**src/sv/wncc_pkg.sv**
```systemverilog
// Shared types, constants and ROM tables of the weighted nearest centroid classifier.
package wncc_pkg;

  localparam int unsigned NUM_CLUSTERS = 7;
  localparam int unsigned NUM_FEATURES = 8;

  localparam int unsigned FEAT_W  = 10;
  localparam int unsigned CNT_W   = 16;
  localparam int unsigned SIM_W   = 10;
  localparam int unsigned CID_W   = 3;
  localparam int unsigned CIDX_W  = $clog2(NUM_CLUSTERS);

  localparam int unsigned UNIT_SCALE = 1000;

  // Per-feature term datapath widths.
  localparam int unsigned SQ_W       = 2 * FEAT_W;
  localparam int unsigned WEIGHT_W   = 8;
  localparam int unsigned WPROD_W    = SQ_W + WEIGHT_W;
  // floor(x / 1000) = (x * RECIP_M) >> RECIP_SHIFT, exact for x below 2**WPROD_W.
  localparam int unsigned RECIP_W     = 29;
  localparam int unsigned RECIP_SHIFT = 38;
  localparam logic [RECIP_W-1:0] RECIP_M = 29'd274877907;
  localparam int unsigned RPROD_W    = WPROD_W + RECIP_W;
  localparam int unsigned TERM_W     = 18;
  localparam int unsigned SUM_W      = TERM_W + $clog2(NUM_FEATURES);

  // Scaled distance and its square root.
  localparam int unsigned V_W         = 32;
  localparam int unsigned ROOT_W      = V_W / 2;
  localparam int unsigned ROOT_STAGES = V_W / 2;
  localparam int unsigned DP1_W       = ROOT_W + 1;
  localparam int unsigned DP1SQ_W     = 2 * DP1_W;

  // floor(d * 1000 / 3000) = floor(d / 3) = (d * RECIP3_M) >> RECIP3_SHIFT for 16-bit d.
  localparam int unsigned RECIP3_W     = 17;
  localparam int unsigned RECIP3_SHIFT = 18;
  localparam logic [RECIP3_W-1:0] RECIP3_M = 17'd87382;
  localparam int unsigned Q3_W         = ROOT_W + RECIP3_W;
  localparam int unsigned SCALED_W     = Q3_W - RECIP3_SHIFT;

  localparam int unsigned CELL_STAGES = 4;
  localparam int unsigned LATENCY     = NUM_CLUSTERS * CELL_STAGES + 1 + ROOT_STAGES + 3;

  // Configuration register map.
  localparam int unsigned CFG_IDX_W  = 2;
  localparam int unsigned CFG_DATA_W = CNT_W;
  localparam logic [CFG_IDX_W-1:0] CFG_SIM_THRESHOLD = 2'd0;
  localparam logic [CFG_IDX_W-1:0] CFG_MIN_SAMPLES   = 2'd1;
  localparam logic [CNT_W-1:0]     MIN_SAMPLES_RST   = 16'd10;

  localparam logic [WEIGHT_W-1:0] WEIGHT_ROM [NUM_FEATURES] = '{
    8'd100, 8'd150, 8'd100, 8'd100, 8'd250, 8'd30, 8'd30, 8'd240
  };

  localparam logic [FEAT_W-1:0] CENTROID_ROM [NUM_CLUSTERS][NUM_FEATURES] = '{
    '{10'd400, 10'd700, 10'd800, 10'd900, 10'd800, 10'd950, 10'd600, 10'd500},
    '{10'd200, 10'd350, 10'd20,  10'd50,  10'd50,  10'd900, 10'd500, 10'd30 },
    '{10'd600, 10'd800, 10'd500, 10'd700, 10'd900, 10'd500, 10'd500, 10'd600},
    '{10'd120, 10'd50,  10'd20,  10'd20,  10'd20,  10'd950, 10'd500, 10'd110},
    '{10'd850, 10'd400, 10'd500, 10'd50,  10'd50,  10'd980, 10'd300, 10'd850},
    '{10'd100, 10'd600, 10'd700, 10'd100, 10'd950, 10'd900, 10'd500, 10'd300},
    '{10'd950, 10'd950, 10'd950, 10'd20,  10'd20,  10'd980, 10'd300, 10'd900}
  };

  localparam logic MALICIOUS_ROM [NUM_CLUSTERS] = '{
    1'b0, 1'b0, 1'b0, 1'b1, 1'b1, 1'b1, 1'b1
  };

  typedef logic [NUM_FEATURES-1:0][FEAT_W-1:0] feat_vec_t;
  typedef logic [NUM_CLUSTERS-1:0][SUM_W-1:0]  sum_vec_t;

  typedef struct packed {
    logic [FEAT_W-1:0] feat_packet_size;
    logic [FEAT_W-1:0] feat_burstiness;
    logic [FEAT_W-1:0] feat_conn_rate;
    logic [FEAT_W-1:0] feat_port_spread;
    logic [FEAT_W-1:0] feat_ip_spread;
    logic [FEAT_W-1:0] feat_proto_mix;
    logic [FEAT_W-1:0] feat_time_bias;
    logic [FEAT_W-1:0] feat_entropy;
    logic [CNT_W-1:0]  sample_count;
  } req_t;

  typedef struct packed {
    logic [CID_W-1:0] cluster_id;
    logic [SIM_W-1:0] similarity;
    logic             is_malicious;
  } res_t;

  // Data handed from one centroid cell to the next.
  typedef struct packed {
    logic             enough;
    feat_vec_t        feat;
    logic [SUM_W-1:0] min_sum;
    sum_vec_t         sums;
  } link_t;

  // Data carried alongside the square root pipeline.
  typedef struct packed {
    logic     enough;
    sum_vec_t sums;
  } side_t;

endpackage

```
**src/sv/wncc_sqrt.sv**
```systemverilog
// Pipelined floor square root, one result bit per stage, with a side payload.
module wncc_sqrt (
  input  logic                        clk_i,
  input  logic                        rst_ni,
  input  logic                        valid_i,
  input  logic [wncc_pkg::V_W-1:0]    v_i,
  input  wncc_pkg::side_t             side_i,
  output logic                        valid_o,
  output logic [wncc_pkg::ROOT_W-1:0] root_o,
  output wncc_pkg::side_t             side_o
);

  localparam int unsigned NS = wncc_pkg::ROOT_STAGES;

  logic [NS-1:0] vld_q;
  logic [wncc_pkg::V_W-1:0] rem_in  [NS];
  logic [wncc_pkg::V_W-1:0] root_in [NS];
  logic [wncc_pkg::V_W-1:0] trial   [NS];
  logic [wncc_pkg::V_W-1:0] bit_val [NS];
  logic [wncc_pkg::V_W-1:0] rem_d   [NS];
  logic [wncc_pkg::V_W-1:0] rem_q   [NS];
  logic [wncc_pkg::V_W-1:0] root_d  [NS];
  logic [wncc_pkg::V_W-1:0] root_q  [NS];
  wncc_pkg::side_t          side_in [NS];
  wncc_pkg::side_t          side_q  [NS];

  // Each stage tests one bit pair of the radicand, from the top down.
  always_comb begin
    rem_in[0]  = v_i;
    root_in[0] = '0;
    side_in[0] = side_i;
    for (int k = 1; k < NS; k++) begin
      rem_in[k]  = rem_q[k-1];
      root_in[k] = root_q[k-1];
      side_in[k] = side_q[k-1];
    end
    for (int k = 0; k < NS; k++) begin
      bit_val[k] = wncc_pkg::V_W'(1) << (wncc_pkg::V_W - 2 - 2 * k);
      trial[k]   = root_in[k] + bit_val[k];
      if (rem_in[k] >= trial[k]) begin
        rem_d[k]  = rem_in[k] - trial[k];
        root_d[k] = (root_in[k] >> 1) + bit_val[k];
      end else begin
        rem_d[k]  = rem_in[k];
        root_d[k] = root_in[k] >> 1;
      end
    end
  end

  always_ff @(posedge clk_i or negedge rst_ni) begin
    if (!rst_ni) begin
      vld_q <= '0;
    end else begin
      vld_q <= {vld_q[NS-2:0], valid_i};
    end
  end

  always_ff @(posedge clk_i) begin
    for (int k = 0; k < NS; k++) begin
      rem_q[k]  <= rem_d[k];
      root_q[k] <= root_d[k];
      side_q[k] <= side_in[k];
    end
  end

  assign valid_o = vld_q[NS-1];
  assign root_o  = root_q[NS-1][wncc_pkg::ROOT_W-1:0];
  assign side_o  = side_q[NS-1];

endmodule

```
**config.mk**
```make
export PLATFORM = sky130hd
export DESIGN_NAME = wncc_sqrt
export DESIGN_NICKNAME = d
export VERILOG_FILES = /design/src/sv/wncc_pkg.sv /design/src/sv/wncc_sqrt.sv
export SDC_FILE = /design/constraint.sdc
export NUM_CORES = 2
export LEC_CHECK = 0
export BUFFER_PORTS_ARGS = -buffer_cell sky130_fd_sc_hd__clkbuf_2
export CORE_UTILIZATION = 45
export DETAILED_ROUTE_END_ITERATION = 10
export PLACE_DENSITY = 0.61
export REMOVE_ABC_BUFFERS = 1
export SYNTH_ARGS = -nofsm -noshare
export SYNTH_HDL_FRONTEND = slang
export SYNTH_SLANG_ARGS = --single-unit
```
**constraint.sdc**
```tcl
create_clock -name clk_i -period 2.7 [get_ports clk_i]
set_input_delay 0.54 -clock clk_i [delete_from_list [all_inputs] [get_ports clk_i]]
set_output_delay 0.54 -clock clk_i [all_outputs]
set_load 0.02 [all_outputs]
```
==> flow_metrics.py <==
metrics = {
    "sta": {
        "max_freq_mhz": 375,
        "period_share": 0.989,
        "worst_pin_slew_ns": 0.741,
        "hold_ws_ns": 0.170,
        "setup_tns_ns": 0,
        "slew_viol_final": 0,
        "rsz0062_at_grt": "yes",
        "fin_crit_ns": 2.67,
        "skew_ns": 0.0656,
        "finalSetupViolCount": 0,
        "slew_headroom": 0.505,
        "final-hold-violation-count": 0,
    },
    "setup_path": {
        "r2r_setup_slack_ns": 0.03,
        "cp-end-kind": "flip-flop",
        "start_kind": "flip-flop",
        "worstPathMaxFanout": 4,
        "crit_arrival_ns": 3.37,
        "crit_required_ns": 3.40,
        "path_class": "flip-flop to flip-flop",
    },
    "logic_synthesis": {
        "synth.yosys.warnings": 0,
        "synth-edff-count": 0,
        "yosys_most_used_dff": "dfxtp_1",
        "synth.top_cell.area_share": 0.845,
        "avgSynthCellArea_sq_um": 15.4,
        "syn_inst": 4588,
        "synth_seq_area_share": 0.850,
        "synth_area_leaders": "dfxtp_1 84%, ha_1 2.7%, xnor2_1 1.2%, xor2_1 1.2%, inv_1 0.90%",
        "yosys.area.top_type": "dfxtp_1",
        "ys_seq_elements": 3000,
        "synth.distinct_cells": 81,
        "syn_area_sq_um": 70700,
        "ys_async_sr_fraction": 0.00533,
    },
    "global_route": {
        "overflow": 0,
        "grt_use_total": 0.119,
        "busiest_layer": "met2",
        "gr-usage-met3": 0.0300,
        "grt_max_degree": 33,
        "grt_pass1_vias": 31900,
        "grt_pass1_wl_mm": 153,
        "grt_use_met1": 0.141,
        "antenna_found_initial": 3,
        "met2_usage": 0.197,
    },
    "finish": {
        "area_growth_pct": 23.4,
        "drive_above_1_share": 0.175,
        "final_common_cell": "dfxtp_1",
        "fin_nets": 5788,
        "layout_common_cells": "2977 x dfxtp_1, 347 x clkbuf_2, 298 x clkbuf_16",
        "antennaDiodeCount": 0,
        "multi_input_area_sq_um": 10100,
        "ff_latch_area_sq_um": 60100,
        "fill_cells": 12300,
    },
    "floorplan": {
        "dieArea_sq_um": 159000,
        "initial_core_util": 0.453,
        "rows": 145,
        "die_width_um": 398,
        "core_area_sq_um": 156000,
        "ioPinCount": 348,
        "die_h_um": 398,
    },
    "route": {
        "drcViolationCount": 0,
        "wl_per_cell_um": 12.4,
        "wl_mm": 96.0,
        "ant_nets": 0,
        "firstDrtPassIters": 5,
        "drt-vias-per-instance": 4.21,
        "drt_iter0_drc": 1362,
        "vias": 32500,
    },
    "power_and_ir_drop": {
        "vdd_drop_max_mv": 0.865,
        "p_total_w": 0.0986,
        "power.density_nw_per_um2": 1130,
        "p_leak_nw": 38.1,
    },
    "clocking": {
        "htreeDepth": 5,
        "cts_buffer_depth": 4,
        "clock_latency_ns": 0.86,
        "clock-sinks": 3000,
        "cts-root-buf": "clkbuf_16",
        "clkTransAtPathRegs_ns": 0.06,
        "cts_tree": "done",
        "numCtsBuffers": 292,
    },
    "place": {
        "port_buffers": 347,
        "hpwl_mm": 60.7,
        "gp_congestion": 0.845,
    },
    "worst_hold_path": {
        "hp-class": "input port to async pin",
    },
    "flow_run": {
        "drv_cap": 0,
    },
    "run_status": {
        "status": "finished, final reports clean",
    },
}
## critical path, cell delays in order (launching register included)
cell and delay, ns:
dfxtp_2 0.34, inv_2 0.04, ha_4 0.20, nor2b_4 0.12, o31a_1 0.32, or4_4 0.56
a2111o_1 0.49, and2b_1 0.20, and3_4 0.17, xor2_2 0.13
## synthesized netlist by cell type (8+ instances only)
master,number
o211ai_1,11
nand4_1,31
nor2b_1,21
xnor2_1,99
mux2_2,26
dfrtp_1,16
and3_1,14
o21a_1,32
a21o_1,32
nand2b_1,33
buf_2,21
ha_1,150
and2_1,8
nor3_1,60
o21ai_0,101
nand2_1,106
a21oi_1,110
o31ai_1,14
xor2_1,96
or4_1,17
or3_1,22
a31oi_1,10
nand3b_1,10
inv_1,170
a211oi_1,15
nor2_1,131
nor4b_1,14
nand3_1,36
nor4_1,62
clkbuf_1,8
dfxtp_1,2984
## logic make-up after synthesis
group / share of synthesized area
AOI/OAI and AO/OA: 0.0351
xor gates and xnor gates: 0.0241
adders and majority gates: 0.0265
buffers and inverters: 0.0119
DFF: 0.850
muxes: 0.00513
and+or+nand+nor: 0.0469
## metal layers
metal | routed length [um] | share of wire
met1 | 42700 | 0.44
met2 | 45000 | 0.47
met3 | 4060 | 0.042
met4 | 4290 | 0.045
met5 | 0 | 0
## final timing paths
path                                   startpoint                     end  cells after the start
setup / recovery           root_q[0][240]$_DFF_P_    rem_q[1][27]$_DFF_P_                      9
hold / removal                             rst_ni      vld_q[1]$_DFF_PN0_                      2
setup reg to reg           root_q[0][240]$_DFF_P_    rem_q[1][27]$_DFF_P_                      9
hold reg to reg            side_q[0][304]$_DFF_P_  side_q[0][452]$_DFF_P_                      0
max in group asynchronous                  rst_ni     vld_q[14]$_DFF_PN0_                      2
min in group clk_i         side_q[0][304]$_DFF_P_  side_q[0][452]$_DFF_P_                      0
## final cells by class
type | instances | share of cell area
clock inverters | 101 | 0.0138
flip-flops and latches | 3000 | 0.689
repair buffers | 609 | 0.0488
multi-input cells | 1380 | 0.116
clock buffers | 396 | 0.0953
inverters | 172 | 0.00743
well taps | 2058 | 0.0295
## registers in the layout, summed over array words and instances (netlist names)
register  count
vld_q        16
side_q     2368
rem_q       480
root_q      136
## metrics by stage
| step | utilization | worst slack [ns] | cell area [sq um] | std cells |
|---|---|---|---|---|
| floorplan | - | -2.36 | 70500 | 4552 |
| global route | 0.559 | -0.101 | 87300 | 7716 |
| CTS | 0.556 | -0.0192 | 86800 | 7706 |
| finish | 0.559 | 0.0308 | 87300 | 7716 |
| detailed placement | 0.484 | -0.0854 | 75500 | 7027 |
| global placement | 0.484 | -0.0726 | 75500 | 7027 |
## repair_timing
item,in CTS,in global routing
pin swaps,0,15
gates cloned,0,2
endpoints found under the setup margin,22,86
hold endpoints to repair,197,0
hold buffers,182,0
gates resized for setup,2,73
setup buffers,0,8
## power breakdown
part	internal [W]	switching, W
Clock	0.0238	0.0153
Sequential	0.0484	0.00210
Combinational	0.00433	0.00457
No activity file was read; power rests on OpenSTA's default activity.
